<file path="src/fcfl_pkg.sv">
// ----------------------------------------------------------------------------
// fcfl_pkg
// shared types and constants of the fixed chunk free list allocator
// ----------------------------------------------------------------------------
package fcfl_pkg;

    localparam int CFG_IDX_W = 1;
    localparam int CFG_DATA_W = 32;
    localparam int ADDR_W = 32;
    localparam int SHIFT_W = 4;
    localparam int STATUS_W = 2;
    localparam int COUNT_W = 32;

    localparam logic [CFG_IDX_W-1:0] CFG_CHUNK_SHIFT = 1'b0;
    localparam logic [CFG_IDX_W-1:0] CFG_SLAB_BASE = 1'b1;

    localparam logic CMD_ALLOC = 1'b0;
    localparam logic CMD_FREE = 1'b1;

    localparam logic [STATUS_W-1:0] STAT_OK = 2'd0;
    localparam logic [STATUS_W-1:0] STAT_NO_CHUNK = 2'd1;
    localparam logic [STATUS_W-1:0] STAT_IGNORED = 2'd2;

    localparam logic [SHIFT_W-1:0] SHIFT_MIN = 4'd3;
    localparam logic [SHIFT_W-1:0] SHIFT_MAX = 4'd12;
    localparam logic [SHIFT_W-1:0] SHIFT_RESET = 4'd6;

    typedef enum logic [0:0] {
        ST_IDLE,
        ST_EXEC
    } t_state;

    typedef struct packed {
        logic load;
        logic commit;
    } t_dp_cmd;

endpackage

</file>
<file path="src/fcfl_ram.sv">
// ----------------------------------------------------------------------------
// fcfl_ram
// generic simple dual port ram, one write port and one registered read port
// ----------------------------------------------------------------------------
module fcfl_ram #(
    parameter int WIDTH = 9,
    parameter int DEPTH = 512
) (
    input  logic                     i_clk,
    input  logic                     i_we,
    input  logic [$clog2(DEPTH)-1:0] i_waddr,
    input  logic [WIDTH-1:0]         i_wdata,
    input  logic                     i_re,
    input  logic [$clog2(DEPTH)-1:0] i_raddr,
    output logic [WIDTH-1:0]         o_rdata
);

    logic [WIDTH-1:0] r_mem [DEPTH];
    logic [WIDTH-1:0] r_rdata;

    always_ff @(posedge i_clk) begin
        if (i_we) begin
            r_mem[i_waddr] <= i_wdata;
        end
        if (i_re) begin
            r_rdata <= r_mem[i_raddr];
        end
    end

    assign o_rdata = r_rdata;

endmodule

</file>
<file path="src/fcfl_ctrl.sv">
// ----------------------------------------------------------------------------
// fcfl_ctrl
// request sequencing and result handshake of the allocator
// ----------------------------------------------------------------------------
module fcfl_ctrl (
    input  logic              i_clk,
    input  logic              i_rst_n,
    input  logic              i_valid,
    output logic              o_stall,
    output logic              o_valid,
    input  logic              i_stall,
    output fcfl_pkg::t_dp_cmd o_cmd
);
    import fcfl_pkg::*;

    t_state r_state;
    t_state n_state;
    logic   r_out_valid;
    logic   n_out_valid;
    logic   slot_free;

    assign slot_free = !r_out_valid || !i_stall;

    always_comb begin
        n_state = r_state;
        unique case (r_state)
            ST_IDLE: begin
                if (i_valid) begin
                    n_state = ST_EXEC;
                end
            end
            ST_EXEC: begin
                if (slot_free) begin
                    n_state = ST_IDLE;
                end
            end
            default: n_state = ST_IDLE;
        endcase
    end

    always_comb begin
        o_cmd.load = 1'b0;
        o_cmd.commit = 1'b0;
        o_stall = 1'b1;
        unique case (r_state)
            ST_IDLE: begin
                o_stall = 1'b0;
                o_cmd.load = i_valid;
            end
            ST_EXEC: begin
                o_cmd.commit = slot_free;
            end
            default: o_stall = 1'b1;
        endcase
    end

    always_comb begin
        n_out_valid = r_out_valid;
        if (o_cmd.commit) begin
            n_out_valid = 1'b1;
        end else if (!i_stall) begin
            n_out_valid = 1'b0;
        end
    end

    always_ff @(posedge i_clk) begin
        if (!i_rst_n) begin
            r_state <= ST_IDLE;
            r_out_valid <= 1'b0;
        end else begin
            r_state <= n_state;
            r_out_valid <= n_out_valid;
        end
    end

    assign o_valid = r_out_valid;

endmodule

</file>
<file path="src/fcfl_dp.sv">
// ----------------------------------------------------------------------------
// fcfl_dp
// free list state, link memory, address arithmetic and result register
// ----------------------------------------------------------------------------
module fcfl_dp #(
    parameter int SLAB_BYTES = 4096,
    parameter int MAX_CHUNKS = 512
) (
    input  logic                                i_clk,
    input  logic                                i_rst_n,
    input  fcfl_pkg::t_dp_cmd                   i_cmd,
    input  logic                                i_cfg_we,
    input  logic [fcfl_pkg::CFG_IDX_W-1:0]      i_cfg_idx,
    input  logic [fcfl_pkg::CFG_DATA_W-1:0]     i_cfg_data,
    input  logic                                i_req_cmd,
    input  logic [fcfl_pkg::ADDR_W-1:0]         i_addr,
    output logic [fcfl_pkg::STATUS_W-1:0]       o_status,
    output logic [fcfl_pkg::ADDR_W-1:0]         o_chunk_addr,
    output logic                                o_in_range,
    output logic                                o_all_free
);
    import fcfl_pkg::*;

    localparam int IDX_W = $clog2(MAX_CHUNKS);
    localparam int CNT_W = $clog2(MAX_CHUNKS + 1);
    localparam logic [ADDR_W-1:0] SLAB_SIZE = ADDR_W'(SLAB_BYTES);
    localparam logic [ADDR_W-1:0] MAX_SIZE = ADDR_W'(MAX_CHUNKS);

    function automatic logic [SHIFT_W-1:0] eff_shift(input logic [SHIFT_W-1:0] s);
        logic [SHIFT_W-1:0] r;
        r = s;
        if (s < SHIFT_MIN) begin
            r = SHIFT_MIN;
        end else if (s > SHIFT_MAX) begin
            r = SHIFT_MAX;
        end
        return r;
    endfunction

    function automatic logic [CNT_W-1:0] chunk_total(input logic [SHIFT_W-1:0] s);
        logic [SHIFT_W-1:0] e;
        logic [ADDR_W-1:0]  n;
        e = eff_shift(s);
        n = (SLAB_SIZE + (ADDR_W'(1) << e) - ADDR_W'(1)) >> e;
        if (n > MAX_SIZE) begin
            n = MAX_SIZE;
        end
        return n[CNT_W-1:0];
    endfunction

    // configuration and list state
    logic [SHIFT_W-1:0] r_shift;
    logic [ADDR_W-1:0]  r_base;
    logic [CNT_W-1:0]   r_total;
    logic [IDX_W-1:0]   r_head;
    logic               r_nonempty;
    logic [COUNT_W-1:0] r_list_len;
    logic [CNT_W-1:0]   r_untouched;
    logic [COUNT_W-1:0] r_free_count;

    logic [IDX_W-1:0]   n_head;
    logic               n_nonempty;
    logic [COUNT_W-1:0] n_list_len;
    logic [CNT_W-1:0]   n_untouched;
    logic [COUNT_W-1:0] n_free_count;

    // latched request
    logic               r_cmd;
    logic [ADDR_W:0]    r_diff;

    // result
    logic [STATUS_W-1:0] r_status;
    logic [ADDR_W-1:0]   r_chunk_addr;
    logic                r_in_range;
    logic                r_all_free;
    logic [STATUS_W-1:0] n_status;
    logic [ADDR_W-1:0]   n_chunk_addr;

    logic [SHIFT_W-1:0] shift;
    logic               in_range;
    logic [ADDR_W-1:0]  free_idx;
    logic               free_ok;
    logic [CNT_W-1:0]   untouched_dec;
    logic [IDX_W-1:0]   alloc_idx;
    logic               got;
    logic [IDX_W-1:0]   link_rdata;
    logic               ram_we;

    assign shift = eff_shift(r_shift);
    assign in_range = !r_diff[ADDR_W] && (r_diff[ADDR_W-1:0] < SLAB_SIZE);
    assign free_idx = r_diff[ADDR_W-1:0] >> shift;
    assign free_ok = in_range && (free_idx < ADDR_W'(r_total));
    assign untouched_dec = r_untouched - CNT_W'(1);
    assign ram_we = i_cmd.commit && (r_cmd == CMD_FREE) && free_ok;

    fcfl_ram #(
        .WIDTH (IDX_W),
        .DEPTH (MAX_CHUNKS)
    ) u_link_ram (
        .i_clk   (i_clk),
        .i_we    (ram_we),
        .i_waddr (free_idx[IDX_W-1:0]),
        .i_wdata (r_head),
        .i_re    (i_cmd.load),
        .i_raddr (r_head),
        .o_rdata (link_rdata)
    );

    always_comb begin
        n_head = r_head;
        n_nonempty = r_nonempty;
        n_list_len = r_list_len;
        n_untouched = r_untouched;
        n_free_count = r_free_count;
        n_status = STAT_OK;
        n_chunk_addr = '0;
        alloc_idx = r_head;
        got = 1'b0;
        if (r_cmd == CMD_ALLOC) begin
            priority if (r_nonempty) begin
                got = 1'b1;
                alloc_idx = r_head;
                n_head = link_rdata;
                if (r_list_len != '0) begin
                    n_list_len = r_list_len - COUNT_W'(1);
                end
                n_nonempty = (n_list_len != '0);
            end else if (r_untouched != '0) begin
                got = 1'b1;
                n_untouched = untouched_dec;
                alloc_idx = untouched_dec[IDX_W-1:0];
            end else begin
                got = 1'b0;
            end
            if (got) begin
                n_chunk_addr = r_base + (ADDR_W'(alloc_idx) << shift);
                if (r_free_count != '0) begin
                    n_free_count = r_free_count - COUNT_W'(1);
                end
            end else begin
                n_status = STAT_NO_CHUNK;
            end
        end else begin
            if (free_ok) begin
                n_head = free_idx[IDX_W-1:0];
                n_nonempty = 1'b1;
                if (r_list_len != '1) begin
                    n_list_len = r_list_len + COUNT_W'(1);
                end
                if (r_free_count != '1) begin
                    n_free_count = r_free_count + COUNT_W'(1);
                end
            end else begin
                n_status = STAT_IGNORED;
            end
        end
    end

    always_ff @(posedge i_clk) begin
        if (!i_rst_n) begin
            r_shift <= SHIFT_RESET;
            r_base <= '0;
            r_total <= chunk_total(SHIFT_RESET);
            r_head <= '0;
            r_nonempty <= 1'b0;
            r_list_len <= '0;
            r_untouched <= chunk_total(SHIFT_RESET);
            r_free_count <= COUNT_W'(chunk_total(SHIFT_RESET));
        end else if (i_cfg_we) begin
            if (i_cfg_idx == CFG_CHUNK_SHIFT) begin
                r_shift <= i_cfg_data[SHIFT_W-1:0];
                r_total <= chunk_total(i_cfg_data[SHIFT_W-1:0]);
                r_head <= '0;
                r_nonempty <= 1'b0;
                r_list_len <= '0;
                r_untouched <= chunk_total(i_cfg_data[SHIFT_W-1:0]);
                r_free_count <= COUNT_W'(chunk_total(i_cfg_data[SHIFT_W-1:0]));
            end else begin
                r_base <= i_cfg_data[ADDR_W-1:0];
            end
        end else if (i_cmd.commit) begin
            r_head <= n_head;
            r_nonempty <= n_nonempty;
            r_list_len <= n_list_len;
            r_untouched <= n_untouched;
            r_free_count <= n_free_count;
        end
    end

    always_ff @(posedge i_clk) begin
        if (i_cmd.load) begin
            r_cmd <= i_req_cmd;
            r_diff <= {1'b0, i_addr} - {1'b0, r_base};
        end
        if (i_cmd.commit) begin
            r_status <= n_status;
            r_chunk_addr <= n_chunk_addr;
            r_in_range <= in_range;
            r_all_free <= (n_free_count == COUNT_W'(r_total));
        end
    end

    assign o_status = r_status;
    assign o_chunk_addr = r_chunk_addr;
    assign o_in_range = r_in_range;
    assign o_all_free = r_all_free;

endmodule

</file>
<file path="src/fixed_chunk_free_list_allocator.sv">
// ----------------------------------------------------------------------------
// fixed_chunk_free_list_allocator
// slab allocator handing out fixed size chunks from a last-in-first-out list
// ----------------------------------------------------------------------------
// In the cycle a request is accepted the link of the current list head is
// read from the link ram; in the exec state that follows, the list state is
// updated and the result is loaded into the output register. A new request
// is accepted while a result still waits in the output register; the exec
// state of a request waits only while that register is full and stalled.
// The link ram needs no clearing pass, so the block is ready right after
// reset. Writing chunk_shift empties the list and marks all chunks free.
module fixed_chunk_free_list_allocator #(
    parameter int SLAB_BYTES = 4096,
    parameter int MAX_CHUNKS = 512
) (
    input  logic                                i_clk,
    input  logic                                i_rst_n,
    input  logic                                i_cfg_we,
    input  logic [fcfl_pkg::CFG_IDX_W-1:0]      i_cfg_idx,
    input  logic [fcfl_pkg::CFG_DATA_W-1:0]     i_cfg_data,
    input  logic                                i_valid,
    output logic                                o_stall,
    input  logic                                i_cmd,
    input  logic [fcfl_pkg::ADDR_W-1:0]         i_addr,
    output logic                                o_valid,
    input  logic                                i_stall,
    output logic [fcfl_pkg::STATUS_W-1:0]       o_status,
    output logic [fcfl_pkg::ADDR_W-1:0]         o_chunk_addr,
    output logic                                o_in_range,
    output logic                                o_all_free
);
    import fcfl_pkg::*;

    t_dp_cmd dp_cmd;

    fcfl_ctrl u_ctrl (
        .i_clk   (i_clk),
        .i_rst_n (i_rst_n),
        .i_valid (i_valid),
        .o_stall (o_stall),
        .o_valid (o_valid),
        .i_stall (i_stall),
        .o_cmd   (dp_cmd)
    );

    fcfl_dp #(
        .SLAB_BYTES (SLAB_BYTES),
        .MAX_CHUNKS (MAX_CHUNKS)
    ) u_dp (
        .i_clk        (i_clk),
        .i_rst_n      (i_rst_n),
        .i_cmd        (dp_cmd),
        .i_cfg_we     (i_cfg_we),
        .i_cfg_idx    (i_cfg_idx),
        .i_cfg_data   (i_cfg_data),
        .i_req_cmd    (i_cmd),
        .i_addr       (i_addr),
        .o_status     (o_status),
        .o_chunk_addr (o_chunk_addr),
        .o_in_range   (o_in_range),
        .o_all_free   (o_all_free)
    );

endmodule
</file>
<file path="config.mk">
export PLATFORM = sky130hd
export DESIGN_NAME = fixed_chunk_free_list_allocator
export DESIGN_NICKNAME = d
export VERILOG_FILES = /design/src/fcfl_pkg.sv /design/src/fcfl_ram.sv /design/src/fcfl_ctrl.sv /design/src/fcfl_dp.sv /design/src/fixed_chunk_free_list_allocator.sv
export SDC_FILE = /design/constraint.sdc
export NUM_CORES = 2
export LEC_CHECK = 0
export ABC_CLOCK_PERIOD_IN_PS = 15600
export BUFFER_PORTS_ARGS = -buffer_cell sky130_fd_sc_hd__buf_2
export CORE_MARGIN = 10
export CORE_UTILIZATION = 45
export CTS_CLUSTER_SIZE = 16
export DETAILED_ROUTE_END_ITERATION = 8
export MAX_ROUTING_LAYER = met4
export PLACE_DENSITY_LB_ADDON = 0.15
export REMOVE_ABC_BUFFERS = 1
export SLEW_MARGIN = 20
export SYNTH_ARGS = -nofsm -noshare
export SYNTH_HDL_FRONTEND = slang
export SYNTH_MEMORY_MAX_BITS = 65536
export SYNTH_SLANG_ARGS = --single-unit
</file>
<file path="constraint.sdc">
create_clock -name i_clk -period 15.6 [get_ports i_clk]
set_input_delay 1.56 -clock i_clk [delete_from_list [all_inputs] [get_ports i_clk]]
set_output_delay 1.56 -clock i_clk [all_outputs]
set_load 0.01 [all_outputs]
</file>
; ---- Word level (Yosys, flattened, before mapping)
; Memory sizes are Yosys's and may differ from the RTL's. A register that Yosys moved wholly into a read port is not among the register bits.
; Index checks and enable logic that the tools add are counted.
[classes]
add_sub_neg = 9
n_lt_le_gt_ge = 7
n_eq_ne = 9
n_shift = 4
muxes = 63
bitwise = 3
n_reduce_logical = 23
[op_table]
columns = operator, count
row1 = two-way mux 32 bit, 18
row2 = nonzero test 32 bit, 3
row3 = "subtractor 32 x 1 -> 32 bit, second input constant", 3
row4 = two-way mux 9 bit, 9
row5 = two-way mux 10 bit, 7
row6 = "adder 32 x 1 -> 32 bit, second input constant", 2
row7 = "inequality test 32 bit, second input constant", 2
row8 = right shift 32 x 4 -> 32 bit, 2
row9 = subtractor 32 x 32 -> 33 bit, 1
row10 = "adder 13 x 32 -> 32 bit, first input constant", 1
row11 = adder 32 bit, 1
row12 = equality test 32 x 10 -> 1 bit, 1
row13 = "> comparator 32 x 10 -> 1 bit, second input constant", 1
row14 = < comparator 32 x 10 -> 1 bit, 1
row15 = "< comparator 32 x 13 -> 1 bit, second input constant", 1
row16 = "<< shifter 1 x 4 -> 32 bit, first input constant", 1
row17 = << shifter 9 x 4 -> 32 bit, 1
row18 = two-way mux 4 bit, 7
row19 = two-way mux 1 bit, 19
row20 = AND reduction 5 bit, 2
row21 = nonzero test 10 bit, 1
row22 = "subtractor 10 x 1 -> 10 bit, second input constant", 1
row23 = "> comparator 4 bit, second input constant", 2
row24 = "< comparator 4 x 2 -> 1 bit, second input constant", 2
row25 = 15 further kinds, 29
[totals]
regBits = 202
ramBits = 4608
in_bits = 71
output_inout_bits = 38
word_cells = 135
n_memories = 1
[memory_table]
columns = name, words, width, rd, rd_clocked_by_memory_dff, write_ports, line
row1 = u_dp.u_link_ram.r_mem, 512, 9, 1, 1, 1, fcfl_ram.sv:18  ; logic [WIDTH-1:0] r_mem [DEPTH];

; ---- Logic depth before layout (Yosys ltp)
[depth]
ltp_word = 14
depth_mapped = 27
depth_no_buf = 25

; ---- Modules after synthesis
; Synthesis repeated with hierarchy kept, for this count alone.
[unflattened]
hier_cells = 10879
area_unflattened_um2 = 195248.5
[by_module_without_submodules]
columns = mod, instances, cells_each, area_per_inst_um2, seq_area_each_um2
row1 = fcfl_ram, 1, 8888, 179704.9, 138643.0
row2 = fcfl_dp, 1, 1982, 15457.3, 4614.4
row3 = fcfl_ctrl, 1, 9, 86.3, 40.0

; ---- Worst setup path after synthesis
; OpenSTA, ideal clock, no wires.
[synth_timing]
path_kind = reg2reg
from = reg u_dp.r_head[0]
to = reg u_dp.r_chunk_addr[26] (netlist: u_dp.o_chunk_addr[26]) (data pin)
setup_ps = 266
arrival_time_ps = 10839
required_ps = 15334
slack_ps = 4495
stages_incl_launch_ff = 22
n_path_buf = 3
synth_period_minus_slack_ps = 11105
path_cell_list = dfxtp_1 -> clkbuf_1 -> clkbuf_1 -> buf_1 -> o21ai_0 -> nand2b_1 -> mux2_2 -> nand2_1 -> o21ai_0 -> nor2_1 -> ha_1 -> o21ai_0 -> nand2b_1 -> o41ai_1 -> a311oi_1 -> o31ai_1 -> a311oi_1 -> a211o_1 -> a31o_2 -> and3_1 -> xnor2_1 -> nor2_1
[synth_between]
elab_chain_len = 5
[synth_rtl]
columns = item, line
row1 = "start, declared", fcfl_dp.sv:55  ; logic [IDX_W-1:0] r_head;
row2 = "start signal, assigned", fcfl_dp.sv:182  ; r_head <= n_head;
row3 = two-way mux 9 bit, fcfl_dp.sv:128  ; end else if (r_untouched != '0) begin
row4 = two-way mux 9 bit *, fcfl_dp.sv:120  ; priority if (r_nonempty) begin
row5 = two-way mux 9 bit *, fcfl_dp.sv:119  ; if (r_cmd == CMD_ALLOC) begin
row6 = << shifter 9 x 4 -> 32 bit *, fcfl_dp.sv:136  ; n_chunk_addr = r_base + (ADDR_W'(alloc_idx) << shift);
row7 = adder 32 bit *, fcfl_dp.sv:136
row8 = "end signal, assigned", fcfl_dp.sv:197  ; r_chunk_addr <= n_chunk_addr;
row9 = "end, declared", fcfl_dp.sv:73  ; logic [ADDR_W-1:0] r_chunk_addr;
; Mark *: on every way between the ends. The rest lies on a longest branch, timed or not. The select of a mux whose other input is x is not followed.
; A chain may end at the register's enable or synchronous reset.

; ---- Worst setup path after layout
[layout_timing]
from = reg u_dp.r_shift[3]
to = mem u_dp.u_link_ram.r_mem[248][8] (enable)
[layout_between]
elab_chain_len = 9
word_cells_on_any_way = 10
cone_classes = order compare: 3 / shift: 1 / mux: 4 / reduce/logical: 2
[layout_rtl]
columns = item, line
row1 = "start, declared", fcfl_dp.sv:52  ; logic [SHIFT_W-1:0] r_shift;
row2 = "start signal, assigned", fcfl_dp.sv:171  ; r_shift <= i_cfg_data[SHIFT_W-1:0];
row3 = > comparator 4 bit, fcfl_dp.sv:34  ; end else if (s > SHIFT_MAX) begin
row4 = two-way mux 4 bit, fcfl_dp.sv:34
row5 = two-way mux 4 bit *, fcfl_dp.sv:32  ; if (s < SHIFT_MIN) begin
row6 = right shift 32 x 4 -> 32 bit *, fcfl_dp.sv:91  ; assign free_idx = r_diff[ADDR_W-1:0] >> shift;
row7 = < comparator 32 x 10 -> 1 bit, fcfl_dp.sv:92  ; assign free_ok = in_range && (free_idx < ADDR_W'(r_total));
row8 = logical AND 1 bit, fcfl_dp.sv:92
row9 = logical AND 1 bit, fcfl_dp.sv:94  ; assign ram_we = i_cmd.commit && (r_cmd == CMD_FREE) && free_ok;
row10 = two-way mux 1 bit, fcfl_ram.sv:22  ; if (i_we) begin
row11 = two-way mux 1 bit (implied by the code), fcfl_ram.sv:23  ; r_mem[i_waddr] <= i_wdata;
row12 = "end, declared", fcfl_ram.sv:18
; Mark *: on every way between the ends. The rest lies on a longest branch, timed or not.

==> results.md <==
- Sw power: approximately 6.1 mW
- Layout cells sized above 1: 0.267
- I/O Pins: about 110
- Pwr/cell area: between 100 and 150 mW/mm^2
- Max-slew headroom: 0.211
- Yosys top cell by area: edfxtp_1
- Setup Skew: between 0.05 and 0.06 ns
- Minimum clock period after layout: about 7.7 ns
- Post-synthesis simple-gate area fraction: 0.0318
- Clock power share: 0.421
- RSZ-0062 raised after global routing: false
- Die area: about 0.45 mm^2
- Root Driver: clkbuf_16
- Largest family of logic cells by synthesized area: multiplexers
- Leak pwr: roughly 64 nW
- CTS resizes: 0
- Hold Crit Class: register to register
- Syn_area_per_cell: ~21 um^2
- Synth Area in Compound Gates: 0.0171
- Critical Path Slowest Stage Cell: maj3_2
- Total power: around 28 mW
- VDD IR max: 0.0960 mV
- Yosys cell types: 84
- Crit path max fanout: 42
- Ys Warns: 0
- DR vias: approximately 94000
- CP Data Required Time: ~16 ns
- CP Launch Type: register
- Row cnt: roughly 240
- Slew Viols, Final: 0
- First-pass iteration count of the detailed router: 6
- Register area share after synthesis: 0.745
- Post-DP Area: around 0.20 mm^2
- Die X: between 600 and 700 um
- Async set-reset flop share out of synthesis: 0
- Status: completed
- CP peak stage delay: a little over 0.9 ns
- Syn Inst Count: between 9000 and 10000
- Post-synthesis xor/xnor area fraction: 0.00415
- Critical Path Start: u_dp.r_shift[3]
- Combinational fraction of design power: 0.064
- Worst-path clk slew: ~0.060 ns
- Setup_tns: 0 ns
- R2R Setup Slk: about 8 ns
- Worst hold path startpoint: u_dp.r_base[31]
- Final Wtd Congestion: about 0.87
- Final hold viol count: 0
- Hold Path Depth: 2
- WP buf/inv: 2
- Post-route cell area: 0.215 mm^2
- Nets: 9493
- Mux share of post-synthesis cell area: 0.184
- Global-route wire length before repair: about 710000 um
- Layout area overhead: 12.1%
- Fmax: 0.130 GHz
- Worst Path Arrival: 8.28 ns
- Skew-Pair Late Insertion Delay: 1.02 ns
- Adder-Cell Fraction of Synth Area: 0.00495
- R2R cell count: 17
- Setup Crit Path Kind: register to register
- Endpoint class of the critical path: register
- WHS Endpoint: u_dp.r_base[31]
- 1st-iter DRT viols: around 12000
- Post-DP HPWL: roughly 300000 um
- Vias per std cell: ~6
- Die height: just under 700 um
- Core area: between 0.4 and 0.5 mm^2
- Cell family with most CP delay: simple AND/OR/NAND/NOR gates
- Max clock buf depth: 4
- Final std cells w/o fill: 15400
- Synth top area cells: edfxtp_1 73%, mux4_2 18%, nor2_1 1.4%
- Final worst-path cycle share: 0.493
- Starting density of the core: 0.453
- Sw frac: 0.221
- Port Buffers: between 100 and 150
- Final Setup Violations: 0
- Largest net degree at the start of global routing: 178
- Hold Buf Count CTS: 0
- Grt total ovfl: 0
- R2R Path End: u_dp.u_link_ram.r_mem[248][8]
- Flops & latches, synth: slightly below 5000
- Most used flip-flop cell after synthesis: edfxtp_1
- Cell Area, Synth: ~0.19 mm^2
- Worst slew pin tran: 1.18 ns
- Vias in the first global route: 93100
- CTS tree: built
- Number of synthesized flops with an enable pin: 4684
- Post-CTS Setup Inserts: 0
- Sequential share of power: 0.515
- Int Pwr: between 20 and 25 mW
- Wire per inst: roughly 32 um
- CTS buffer count: roughly 480
- MaxCap Viol Count: 0
- Worst reg2reg path startpoint: u_dp.r_shift[3]
- Synth top area share: 0.732
- Cell count after placement: 14500
- Wirelength, routed: roughly 490000 um
- H-tree levels: 5
- Crit path top cell by count: nor2_1
- Initial antenna violation count: 27
- DRT antenna net count: 0
- Critical path cell sequence: buf_4, maj3_2, nor2b_1, a211oi_1, a21oi_1, mux4_2, ha_1, a211o_1, a2111oi_0, nand2_1, nor2_1, o21ai_1, or3_1, nor2_1, nand2_4, buf_4, nor2_1
- GR Util All Layers: 0.218
- DRC: 0
- CTS sink cnt: 4816
## worst register-to-register path, stage by stage, from the launching register on
cell	delay [ns]
dfxtp_1	0.32
buf_4	0.37
maj3_2	0.93
nor2b_1	0.12
a211oi_1	0.27
a21oi_1	0.09
mux4_2	0.50
ha_1	0.32
a211o_1	0.28
a2111oi_0	0.59
nand2_1	0.15
nor2_1	0.26
o21ai_1	0.24
or3_1	0.44
nor2_1	0.54
nand2_4	0.58
buf_4	0.52
nor2_1	0.75
## synthesized netlist by cell type (67+ instances only)
| library cell | number |
|---|---|
| buf_1 | 124 |
| o21ai_0 | 107 |
| ha_1 | 72 |
| clkbuf_1 | 407 |
| a21oi_1 | 196 |
| nand2_1 | 260 |
| dfxtp_1 | 132 |
| nor2_1 | 732 |
| xnor2_1 | 67 |
| mux4_2 | 1543 |
| inv_1 | 85 |
| edfxtp_1 | 4684 |
| nor3_1 | 75 |
## kinds of logic (layout without fill, tap and decap cells)
family                     Yosys count  in the layout
AOI/OAI and AO/OA                  529            529
xor gates and xnor gates            91             91
other                                2             20
and+or+nand+nor                   1384           1384
buffers and inverters              628           1244
muxes                             1609           1609
DFF                               4816           4816
adders and majority gates           75             75
## cell type report
type                            count  area, um^2
Fill cell                       33100      209000
Sequential cell                  4816      143000
Inverter                           89         337
Antenna cell                       13        32.5
Clock buffer                      570       12500
Multi-Input combinational cell   3695       46800
Tap cell                         5663        7090
Clock inverter                    316        3430
Timing Repair Buffer              269        1940
## power groups by stage
stage	combinational, mW	clock, mW	sequential [mW]
detailed placement	1.80	0	14.6
CTS	1.80	11.9	14.3
global route	1.92	12.4	14.3
global placement	1.79	0	14.6
finish	1.79	11.7	14.3
floorplan	2.31	0	15.0
## worst max path at each step
stage / end / slack, ns / cells after the start
after floorplan: u_dp.u_link_ram.r_mem[0][0] / -44.20 / 0
after global placement: u_dp.u_link_ram.r_mem[272][0] / 8.08 / 17
after detailed placement: u_dp.u_link_ram.r_mem[496][1] / 8.03 / 17
after CTS: u_dp.u_link_ram.r_mem[248][8] / 7.98 / 17
after global routing: u_dp.u_link_ram.r_mem[72][8] / 7.49 / 17
final: u_dp.u_link_ram.r_mem[248][8] / 7.91 / 17
## metal layers
metal  vias to the layer above  part of all wire  GRT usage  routed length [um]
li1                      38600                 -          -                   -
met1                     50700              0.44      0.329              215000
met2                      4476              0.46      0.317              222000
met3                       522             0.085     0.0410               41300
met4                         0             0.016     0.0341                7740
met5                         -                 0          -                   0
## registers in the layout (all words and copies together), names as in the netlist, 10 cells and up
| signal | cells |
|---|---|
| u_dp.r_diff | 30 |
| u_dp.o_chunk_addr | 32 |
| u_dp.r_base | 32 |
| u_dp.r_total | 10 |
| u_dp.r_free_count | 32 |
| u_dp.u_link_ram.r_mem | 4608 |
| u_dp.r_list_len | 32 |
| u_dp.r_untouched | 10 |
## through the flow
stage / worst slack (ns) / utilization / hold slack, ns
after floorplan: -44.20 / - / 0.436
after global placement: 8.08 / 0.470 / 0.445
after detailed placement: 8.03 / 0.470 / 0.458
after CTS: 7.98 / 0.507 / 0.464
after global routing: 7.49 / 0.507 / 0.477
final: 7.91 / 0.507 / 0.462
## cell usage in the layout, fill, tap and decap left out, drive strengths merged, types with 75 or more instances in the layout
| cell type | n |
|---|---|
| dfxtp | 132 |
| nor3 | 75 |
| edfxtp | 4684 |
| buf | 269 |
| clkbuf | 570 |
| nor2 | 732 |
| inv | 104 |
| mux4 | 1543 |
| clkinv | 202 |
| a21oi | 196 |
| nand2 | 260 |
| o21ai | 118 |
No activity file was read; power rests on OpenSTA's default activity.
